<file path="src/hw/rtl/ucd_pkg.sv">
// shared types and constants of the code point decoder
// used by ucd_front, ucd_queue, ucd_back and utf_codepoint_decoder_unit
package ucd_pkg;

    // encoding register codes, code 3 decodes as utf-32
    localparam logic [1:0] ENC_UTF8  = 2'd0;
    localparam logic [1:0] ENC_UTF16 = 2'd1;
    localparam logic [1:0] ENC_UTF32 = 2'd2;

    localparam logic [20:0] REPLACEMENT = 21'h00FFFD;
    localparam logic [20:0] MIN_3BYTE   = 21'h000800;
    localparam logic [20:0] MIN_4BYTE   = 21'h010000;
    localparam logic [20:0] MAX_SCALAR  = 21'h10FFFF;
    localparam logic [15:0] HI_SURR_LO  = 16'hD800;
    localparam logic [15:0] HI_SURR_HI  = 16'hDBFF;
    localparam logic [15:0] LO_SURR_LO  = 16'hDC00;
    localparam logic [15:0] LO_SURR_HI  = 16'hDFFF;
    localparam logic [31:0] SCALAR_MAX32 = 32'h0010FFFF;

    localparam logic [7:0] LEAD2_LO = 8'hC2;
    localparam logic [7:0] LEAD2_HI = 8'hDF;
    localparam logic [7:0] LEAD3_LO = 8'hE0;
    localparam logic [7:0] LEAD3_HI = 8'hEF;
    localparam logic [7:0] LEAD4_LO = 8'hF0;
    localparam logic [7:0] LEAD4_HI = 8'hF4;

    localparam int QUEUE_DEPTH = 4;
    localparam int QUEUE_AW    = $clog2(QUEUE_DEPTH);

    // one input item's worth of results: cnt-1 replacement beats, then cp/bad
    typedef struct packed {
        logic [2:0]  cnt;
        logic [20:0] cp;
        logic        bad;
    } t_cmd;

endpackage

</file>
<file path="src/hw/rtl/ucd_front.sv">
// front end: encoding register, sequence state and per-item classification
// depends on ucd_pkg
module ucd_front (
    input  logic                i_clk,
    input  logic                i_rst_n,
    input  logic                i_cfg_valid,
    input  logic [1:0]          i_cfg_data,
    input  logic                i_valid,
    input  logic [31:0]         i_unit,
    input  logic                i_eot,
    input  logic                i_full,
    output logic                o_ready,
    output logic                o_push,
    output ucd_pkg::t_cmd       o_cmd
);

    logic [1:0]  r_enc;
    logic [2:0]  r_exp;
    logic [1:0]  r_held;
    logic [20:0] r_part;

    logic [2:0]  n_exp;
    logic [1:0]  n_held;
    logic [20:0] n_part;
    ucd_pkg::t_cmd cmd;

    logic        accept;
    logic [7:0]  b;
    logic [15:0] w;
    logic [2:0]  count;
    logic [20:0] v8;
    logic        ok;
    logic        fresh;

    assign o_ready = !i_full;
    assign accept  = i_valid && !i_full;
    assign b       = i_unit[7:0];
    assign w       = i_unit[15:0];
    assign count   = {1'b0, r_held} + 3'd1;
    assign v8      = {r_part[14:0], b[5:0]};

    always_comb begin
        n_exp   = r_exp;
        n_held  = r_held;
        n_part  = r_part;
        cmd.cnt = 3'd0;
        cmd.cp  = ucd_pkg::REPLACEMENT;
        cmd.bad = 1'b1;
        fresh   = 1'b0;
        ok      = 1'b0;
        unique case (r_enc)
            ucd_pkg::ENC_UTF8: begin
                if (r_exp != 3'd0) begin
                    if (b[7:6] == 2'b10) begin
                        if (count < r_exp) begin
                            n_held = count[1:0];
                            n_part = v8;
                        end else begin
                            if (r_exp == 3'd2) begin
                                ok = 1'b1;
                            end else if (r_exp == 3'd3) begin
                                ok = (v8 >= ucd_pkg::MIN_3BYTE) &&
                                     !(v8 >= 21'(ucd_pkg::HI_SURR_LO) &&
                                       v8 <= 21'(ucd_pkg::LO_SURR_HI));
                            end else begin
                                ok = (v8 >= ucd_pkg::MIN_4BYTE) &&
                                     (v8 <= ucd_pkg::MAX_SCALAR);
                            end
                            if (ok) begin
                                cmd.cnt = 3'd1;
                                cmd.cp  = v8;
                                cmd.bad = 1'b0;
                            end else begin
                                cmd.cnt = count;
                            end
                            n_exp  = 3'd0;
                            n_held = 2'd0;
                            n_part = '0;
                        end
                    end else begin
                        cmd.cnt = {1'b0, r_held};
                        n_exp   = 3'd0;
                        n_held  = 2'd0;
                        n_part  = '0;
                        fresh   = 1'b1;
                    end
                end else begin
                    fresh = 1'b1;
                end
                if (fresh) begin
                    if (b[7] == 1'b0) begin
                        cmd.cnt = cmd.cnt + 3'd1;
                        cmd.cp  = {13'd0, b};
                        cmd.bad = 1'b0;
                    end else if (b >= ucd_pkg::LEAD2_LO && b <= ucd_pkg::LEAD2_HI) begin
                        n_exp  = 3'd2;
                        n_held = 2'd1;
                        n_part = {16'd0, b[4:0]};
                    end else if (b >= ucd_pkg::LEAD3_LO && b <= ucd_pkg::LEAD3_HI) begin
                        n_exp  = 3'd3;
                        n_held = 2'd1;
                        n_part = {17'd0, b[3:0]};
                    end else if (b >= ucd_pkg::LEAD4_LO && b <= ucd_pkg::LEAD4_HI) begin
                        n_exp  = 3'd4;
                        n_held = 2'd1;
                        n_part = {18'd0, b[2:0]};
                    end else begin
                        cmd.cnt = cmd.cnt + 3'd1;
                    end
                end
            end
            ucd_pkg::ENC_UTF16: begin
                if (r_exp != 3'd0) begin
                    if (w >= ucd_pkg::LO_SURR_LO && w <= ucd_pkg::LO_SURR_HI) begin
                        // high surrogate's low ten bits hold the upper half
                        cmd.cnt = 3'd1;
                        cmd.cp  = {1'b0, r_part[9:0], w[9:0]} + ucd_pkg::MIN_4BYTE;
                        cmd.bad = 1'b0;
                        n_exp   = 3'd0;
                        n_held  = 2'd0;
                        n_part  = '0;
                    end else begin
                        cmd.cnt = {1'b0, r_held};
                        n_exp   = 3'd0;
                        n_held  = 2'd0;
                        n_part  = '0;
                        fresh   = 1'b1;
                    end
                end else begin
                    fresh = 1'b1;
                end
                if (fresh) begin
                    if (w >= ucd_pkg::HI_SURR_LO && w <= ucd_pkg::HI_SURR_HI) begin
                        n_exp  = 3'd2;
                        n_held = 2'd1;
                        n_part = {5'd0, w};
                    end else if (w >= ucd_pkg::LO_SURR_LO && w <= ucd_pkg::LO_SURR_HI) begin
                        cmd.cnt = cmd.cnt + 3'd1;
                    end else begin
                        cmd.cnt = cmd.cnt + 3'd1;
                        cmd.cp  = {5'd0, w};
                        cmd.bad = 1'b0;
                    end
                end
            end
            default: begin
                cmd.cnt = 3'd1;
                if (i_unit <= ucd_pkg::SCALAR_MAX32 &&
                    !(i_unit >= 32'(ucd_pkg::HI_SURR_LO) &&
                      i_unit <= 32'(ucd_pkg::LO_SURR_HI))) begin
                    cmd.cp  = i_unit[20:0];
                    cmd.bad = 1'b0;
                end
            end
        endcase
        // end of text flushes whatever sequence is still open
        if (i_eot && n_exp != 3'd0) begin
            cmd.cnt = cmd.cnt + {1'b0, n_held};
            cmd.cp  = ucd_pkg::REPLACEMENT;
            cmd.bad = 1'b1;
            n_exp   = 3'd0;
            n_held  = 2'd0;
            n_part  = '0;
        end
    end

    assign o_push = accept && (cmd.cnt != 3'd0);
    assign o_cmd  = cmd;

    always_ff @(posedge i_clk) begin
        if (!i_rst_n) begin
            r_enc  <= ucd_pkg::ENC_UTF8;
            r_exp  <= 3'd0;
            r_held <= 2'd0;
            r_part <= '0;
        end else if (i_cfg_valid) begin
            r_enc  <= i_cfg_data;
            r_exp  <= 3'd0;
            r_held <= 2'd0;
            r_part <= '0;
        end else if (accept) begin
            r_exp  <= n_exp;
            r_held <= n_held;
            r_part <= n_part;
        end
    end

`ifndef SYNTHESIS
    // held count always stays below the sequence length
    a_held_below_exp: assert property (@(posedge i_clk) disable iff (!i_rst_n)
        (r_exp != 3'd0) |-> ({1'b0, r_held} < r_exp && r_held != 2'd0))
        else $error("held unit count out of range");
    a_closed_empty: assert property (@(posedge i_clk) disable iff (!i_rst_n)
        (r_exp == 3'd0) |-> (r_held == 2'd0))
        else $error("units held with no open sequence");
    a_eot_closes: assert property (@(posedge i_clk) disable iff (!i_rst_n)
        (accept && i_eot && !i_cfg_valid) |=> (r_exp == 3'd0))
        else $error("sequence left open after end of text");
    a_cmd_count: assert property (@(posedge i_clk) disable iff (!i_rst_n)
        accept |-> (cmd.cnt <= 3'd4))
        else $error("more than four results for one unit");
`endif

endmodule

</file>
<file path="src/hw/rtl/ucd_queue.sv">
// short command queue between the front end and the result expander
// depends on ucd_pkg
module ucd_queue (
    input  logic           i_clk,
    input  logic           i_rst_n,
    input  logic           i_push,
    input  ucd_pkg::t_cmd  i_cmd,
    input  logic           i_pop,
    output logic           o_full,
    output logic           o_empty,
    output ucd_pkg::t_cmd  o_head
);

    ucd_pkg::t_cmd r_mem [ucd_pkg::QUEUE_DEPTH];
    logic [ucd_pkg::QUEUE_AW-1:0] r_wr;
    logic [ucd_pkg::QUEUE_AW-1:0] r_rd;
    logic [ucd_pkg::QUEUE_AW:0]   r_count;

    assign o_full  = (r_count == (ucd_pkg::QUEUE_AW+1)'(ucd_pkg::QUEUE_DEPTH));
    assign o_empty = (r_count == '0);
    assign o_head  = r_mem[r_rd];

    always_ff @(posedge i_clk) begin
        if (i_push) begin
            r_mem[r_wr] <= i_cmd;
        end
    end

    always_ff @(posedge i_clk) begin
        if (!i_rst_n) begin
            r_wr    <= '0;
            r_rd    <= '0;
            r_count <= '0;
        end else begin
            if (i_push) begin
                r_wr <= r_wr + (ucd_pkg::QUEUE_AW)'(1);
            end
            if (i_pop) begin
                r_rd <= r_rd + (ucd_pkg::QUEUE_AW)'(1);
            end
            if (i_push && !i_pop) begin
                r_count <= r_count + (ucd_pkg::QUEUE_AW+1)'(1);
            end else if (i_pop && !i_push) begin
                r_count <= r_count - (ucd_pkg::QUEUE_AW+1)'(1);
            end
        end
    end

`ifndef SYNTHESIS
    a_no_overflow: assert property (@(posedge i_clk) disable iff (!i_rst_n)
        i_push |-> !o_full)
        else $error("push into full queue");
    a_no_underflow: assert property (@(posedge i_clk) disable iff (!i_rst_n)
        i_pop |-> !o_empty)
        else $error("pop from empty queue");
    a_nonzero_cmd: assert property (@(posedge i_clk) disable iff (!i_rst_n)
        i_push |-> (i_cmd.cnt != 3'd0))
        else $error("command with no results queued");
`endif

endmodule

</file>
<file path="src/hw/rtl/ucd_back.sv">
// back end: expands each queued command into its result beats
// depends on ucd_pkg
module ucd_back (
    input  logic           i_clk,
    input  logic           i_rst_n,
    input  logic           i_empty,
    input  ucd_pkg::t_cmd  i_head,
    output logic           o_pop,
    input  logic           i_tready,
    output logic           o_tvalid,
    output logic [20:0]    o_cp,
    output logic           o_bad,
    output logic           o_last
);

    logic        r_valid;
    logic [2:0]  r_rem;
    logic [20:0] r_cp;
    logic        r_bad;
    logic        load;
    logic        fin;

    assign fin    = (r_rem == 3'd1);
    assign load   = !r_valid || (i_tready && fin);
    assign o_pop  = load && !i_empty;

    assign o_tvalid = r_valid;
    assign o_cp     = fin ? r_cp : ucd_pkg::REPLACEMENT;
    assign o_bad    = fin ? r_bad : 1'b1;
    assign o_last   = fin;

    always_ff @(posedge i_clk) begin
        if (!i_rst_n) begin
            r_valid <= 1'b0;
            r_rem   <= 3'd0;
        end else if (load) begin
            r_valid <= !i_empty;
            r_rem   <= i_head.cnt;
        end else if (i_tready) begin
            r_rem <= r_rem - 3'd1;
        end
    end

    always_ff @(posedge i_clk) begin
        if (o_pop) begin
            r_cp  <= i_head.cp;
            r_bad <= i_head.bad;
        end
    end

`ifndef SYNTHESIS
    a_rem_range: assert property (@(posedge i_clk) disable iff (!i_rst_n)
        r_valid |-> (r_rem != 3'd0 && r_rem <= 3'd4))
        else $error("beat count out of range");
    a_early_beats_faulty: assert property (@(posedge i_clk) disable iff (!i_rst_n)
        (r_valid && !fin) |-> (o_bad && o_cp == ucd_pkg::REPLACEMENT))
        else $error("non-final beat is not a replacement");
    a_countdown: assert property (@(posedge i_clk) disable iff (!i_rst_n)
        (r_valid && i_tready && !fin) |=> (r_valid && r_rem == $past(r_rem) - 3'd1))
        else $error("beat countdown slipped");
`endif

endmodule

</file>
<file path="src/hw/rtl/utf_codepoint_decoder_unit.sv">
// top level of the utf-8/utf-16/utf-32 code point decoder
// depends on ucd_pkg, ucd_front, ucd_queue, ucd_back
//
// channel  direction  handshake                 payload
// s_axis   in         i_tvalid / o_tready       i_tdata code unit, i_tlast end of text
// m_axis   out        o_tvalid / i_tready       o_tdata code point, o_tuser faulty, o_tlast
// cfg      in         i_cfg_valid / o_cfg_ready i_cfg_data encoding
//
// one code unit is taken per cycle while the four-entry command queue has room
// each unit gives 0 to 4 result beats; the output side sends one beat a cycle while i_tready is high
// reset clears the open sequence, the queue and the output register; encoding is utf-8
// a stalled output fills the queue and then drops o_tready
module utf_codepoint_decoder_unit (
    input  logic        i_clk,
    input  logic        i_rst_n,
    input  logic        i_cfg_valid,
    output logic        o_cfg_ready,
    input  logic [1:0]  i_cfg_data,    // encoding
    input  logic        i_tvalid,
    output logic        o_tready,
    input  logic [31:0] i_tdata,       // [31:0] code_unit
    input  logic        i_tlast,
    output logic        o_tvalid,
    input  logic        i_tready,
    output logic [23:0] o_tdata,       // [20:0] code_point, [23:21] zero
    output logic        o_tuser,       // [0] faulty
    output logic        o_tlast
);

    ucd_pkg::t_cmd push_cmd;
    ucd_pkg::t_cmd head_cmd;
    logic          push;
    logic          pop;
    logic          full;
    logic          empty;
    logic [20:0]   cp;

    assign o_cfg_ready = 1'b1;

    ucd_front u_front (
        .i_clk       (i_clk),
        .i_rst_n     (i_rst_n),
        .i_cfg_valid (i_cfg_valid),
        .i_cfg_data  (i_cfg_data),
        .i_valid     (i_tvalid),
        .i_unit      (i_tdata),
        .i_eot       (i_tlast),
        .i_full      (full),
        .o_ready     (o_tready),
        .o_push      (push),
        .o_cmd       (push_cmd)
    );

    ucd_queue u_queue (
        .i_clk   (i_clk),
        .i_rst_n (i_rst_n),
        .i_push  (push),
        .i_cmd   (push_cmd),
        .i_pop   (pop),
        .o_full  (full),
        .o_empty (empty),
        .o_head  (head_cmd)
    );

    ucd_back u_back (
        .i_clk    (i_clk),
        .i_rst_n  (i_rst_n),
        .i_empty  (empty),
        .i_head   (head_cmd),
        .o_pop    (pop),
        .i_tready (i_tready),
        .o_tvalid (o_tvalid),
        .o_cp     (cp),
        .o_bad    (o_tuser),
        .o_last   (o_tlast)
    );

    assign o_tdata = {3'd0, cp};

endmodule
</file>
<file path="config.mk">
export PLATFORM = sky130hd
export DESIGN_NAME = utf_codepoint_decoder_unit
export DESIGN_NICKNAME = d
export VERILOG_FILES = /design/src/hw/rtl/ucd_pkg.sv /design/src/hw/rtl/ucd_front.sv /design/src/hw/rtl/ucd_queue.sv /design/src/hw/rtl/ucd_back.sv /design/src/hw/rtl/utf_codepoint_decoder_unit.sv
export SDC_FILE = /design/constraint.sdc
export NUM_CORES = 1
export LEC_CHECK = 0
export BUFFER_PORTS_ARGS = -buffer_cell sky130_fd_sc_hd__buf_2
export CAP_MARGIN = 10
export CORE_ASPECT_RATIO = 1.75
export CORE_MARGIN = 2
export CORE_UTILIZATION = 30
export DETAILED_ROUTE_END_ITERATION = 8
export GPL_TIMING_DRIVEN = 0
export PLACE_DENSITY = 0.51
export SYNTH_ARGS = -nofsm -noshare
export SYNTH_HDL_FRONTEND = slang
export SYNTH_SLANG_ARGS = --single-unit
</file>
<file path="constraint.sdc">
create_clock -name i_clk -period 7.46 [get_ports i_clk]
set_clock_uncertainty 0.15 [all_clocks]
set_input_delay 1.492 -clock i_clk [delete_from_list [all_inputs] [get_ports i_clk]]
set_output_delay 1.492 -clock i_clk [all_outputs]
set_load 0.005 [all_outputs]
</file>
==> flow_metrics.tcl <==
set metrics [dict create \
    ys_top_cells_by_area "edfxtp_1 47%, dfxtp_1 9.0%, mux4_2 7.2%, ha_1 2.4%, nand2_1 2.4%" \
    numClockSinks 157 \
    design.die.area_sq_um 27300 \
    drt-met1-wl_um 7650 \
    placed_cells 1037 \
    setup_violations 0 \
    met3_length_um 849 \
    worst_pin_slew_ps 1190 \
    vias 5628 \
    cp_data_required_time_ps 7660 \
    synth_top_cell_area_share_pct 47.0 \
    tns_ps 0 \
    grt_pass1_vias 5667 \
    hp-class "register to register" \
    cts_resized 0 \
    period_needed_ps 6380 \
    synthCells 651 \
    num_antenna_cells 0 \
    arrival_ps 6580 \
    grt_util_all_layers_pct 15.4 \
    fin_total_pwr_mw 2.54 \
    synthArstFlopShare_pct 0 \
    final_nets 793 \
    ios 69 \
    ir_worst_vdd_mv 0.113 \
    rsz0062_at_grt "no" \
    grt_max_degree 26 \
    hpwl_um 15600 \
    cts.hold.buffers_added 0 \
    drt_wl_total_um 21000 \
    final_cells 1069 \
    critPathMaxStageDelay_ps 540 \
    insertion_delay_ps 430 \
    dp_slack_ps 665 \
    ys_ff_latch 157 \
    clkSlewWorstSetupHoldPaths_ps 60 \
    r2r_setup_slack_ps 1710 \
    wl_met2_um 11500 \
    status "finished clean" \
    cp_top_family "compound AO/OA/AOI/OAI gates" \
    max_freq_mhz 157 \
    setup_slack_ps 1080 \
    detail-route-antenna-nets 0 \
    post-cts-setup-buffers 0 \
    synth_edf_count 122 \
    cts_tree "built" \
    cp-end-kind "register" \
    synth_warnings 0 \
    startpoint_type "input pin" \
    core_area_sq_um 25800 \
    drive_gt1_share_pct 18.4 \
    crit_top_cell "a21oi_1" \
    post_synth_instance_area_sq_um 7800 \
    drv_slew 0 \
    wl_per_cell_um 19.7 \
    path_buf_inv 2 \
    cap_violations 0 \
    slew_headroom_pct 20.0 \
    synth-main-ff-cell "edfxtp_1" \
    dr.max_layer_used "met4" \
    synth_seq_area_share_pct 56.0 \
    numCtsBuffers 17 \
    io_buffer_count 61 \
    chipWidth_um 126 \
    path_cells "clkbuf_1 -> nand2_1 -> nor4_1 -> a211oi_1 -> a311oi_2 -> a211oi_1 -> a21oi_1 -> nor2_1 -> ha_1 -> a21oi_1 -> o22ai_1 -> a21oi_1 -> o31a_1 -> fa_1 -> mux2_2 -> a41oi_4 -> ha_1 -> inv_1 -> fa_1 -> xor2_1 -> or3_1 -> a21boi_0" \
    p_per_area_nw_per_um2 277 \
    grt-ovfl-total 0 \
    gp_congestion 0.904 \
    start_util_pct 30.3 \
    yosys-top-cells-count "122 x edfxtp_1, 50 x nand2_1, 38 x clkbuf_1, 36 x nor2_1, 35 x dfxtp_1" \
    viasPerCell 5.26 \
    syn_area_per_cell_sq_um 12.0 \
    drcViolationCount 0 \
    die_height_um 217 \
    synth.most_common_cell "edfxtp_1" \
    cp_slowest_cell "a311oi_2" \
    clk_path_buf_depth 2 \
    synth.distinct_cells 66 \
    syn2layout_area_growth_pct 17.6 \
    htreeDepth 4 \
    power_leakage_nw 3.10 \
    yosysTopAreaCell "edfxtp_1" \
    finalHoldWorstSlack_ps 357 \
    hold_viol 0 \
    antenna_found_initial 0 \
    grt_pass1_wl_um 32100 \
    drtPass1Iterations 5 \
    crit_fanout 9 \
    cts_root_buffer "clkbuf_16" \
    drt-initial-drc-count 337 \
    fin_crit_sh_pct 85.5 \
    rows 78 \
    path_class "input pin to register" \
]
## sequential cells by signal (all words and copies together) (netlist names), named ones only
register,cells
u_queue.r_count,3
u_front.r_enc,2
u_queue.r_mem,100
u_front.r_exp,3
u_back.o_tvalid,1
u_front.r_part,15
u_queue.r_rd,2
u_queue.r_wr,2
u_front.r_held,2
u_back.r_rem,3
u_back.r_bad,1
u_back.r_cp,21
## tightest hold or removal path, cell delays in order, from the launching register on
cell,delay (ps)
dfxtp_1,340
nand2_1,60
mux2i_1,60
## cells in the final DEF, fill, tap and decap left out, types with 23 or more instances in the layout
master and n:
nor2_1 36, nand2b_1 23, nand3_1 23, o21ai_0 27, clkbuf_1 38, nand2_1 50
edfxtp_1 122, mux4_2 25, buf_2 63, dfxtp_1 35, a22oi_1 24
## layout make-up
type	instances	area, sq um
fill	2613	16600
timing repair buffer	64	388
clock buffer	17	425
inverter	18	67.6
tap	320	400
clock inverter	15	138
multi-input combinational	429	3180
sequential	157	4360
buffer	49	209
## stage by stage
stage / cell area, sq um / utilization, %
floorplan: 7800 / -
global placement: 8510 / 33.0
detailed placement: 8600 / 33.4
CTS: 9170 / 35.6
global route: 9170 / 35.6
finish: 9170 / 35.6
## worst paths after layout
kind | end | cells after the start | start
setup / recovery | u_queue.r_count[2] | 22 | i_tdata[5]
hold / removal | u_queue.r_wr[0] | 2 | u_queue.r_wr[0]
setup reg to reg | u_queue.r_count[2] | 22 | u_front.r_part[6]
hold reg to reg | u_queue.r_wr[0] | 2 | u_queue.r_wr[0]
## power breakdown
| group | switching, mW | internal, mW | total [mW] |
|---|---|---|---|
| sequential | 0.0374 | 1.12 | 1.16 |
| clock | 0.368 | 0.465 | 0.833 |
| combinational | 0.314 | 0.235 | 0.549 |
| total | 0.719 | 1.82 | 2.54 |
## metal layers
metal / vias up / global-route usage [%]
met3: 58 / 2.95
met4: 0 / 8.32
met5: - / 0
met2: 186 / 29.0
li1: 2650 / -
met1: 2734 / 16.0
## kinds of logic after synthesis
kind of cell	share of synthesized area [%]
adder cells (fa/ha/maj)	2.92
other	0.0963
buffers and inverters	3.55
flip-flops	56.0
AND/OR/NAND/NOR	14.4
XOR/XNOR	0.786
AO/OA/AOI/OAI	14.0
multiplexers	8.27
Note: power is estimated with default switching activity, not from simulation.
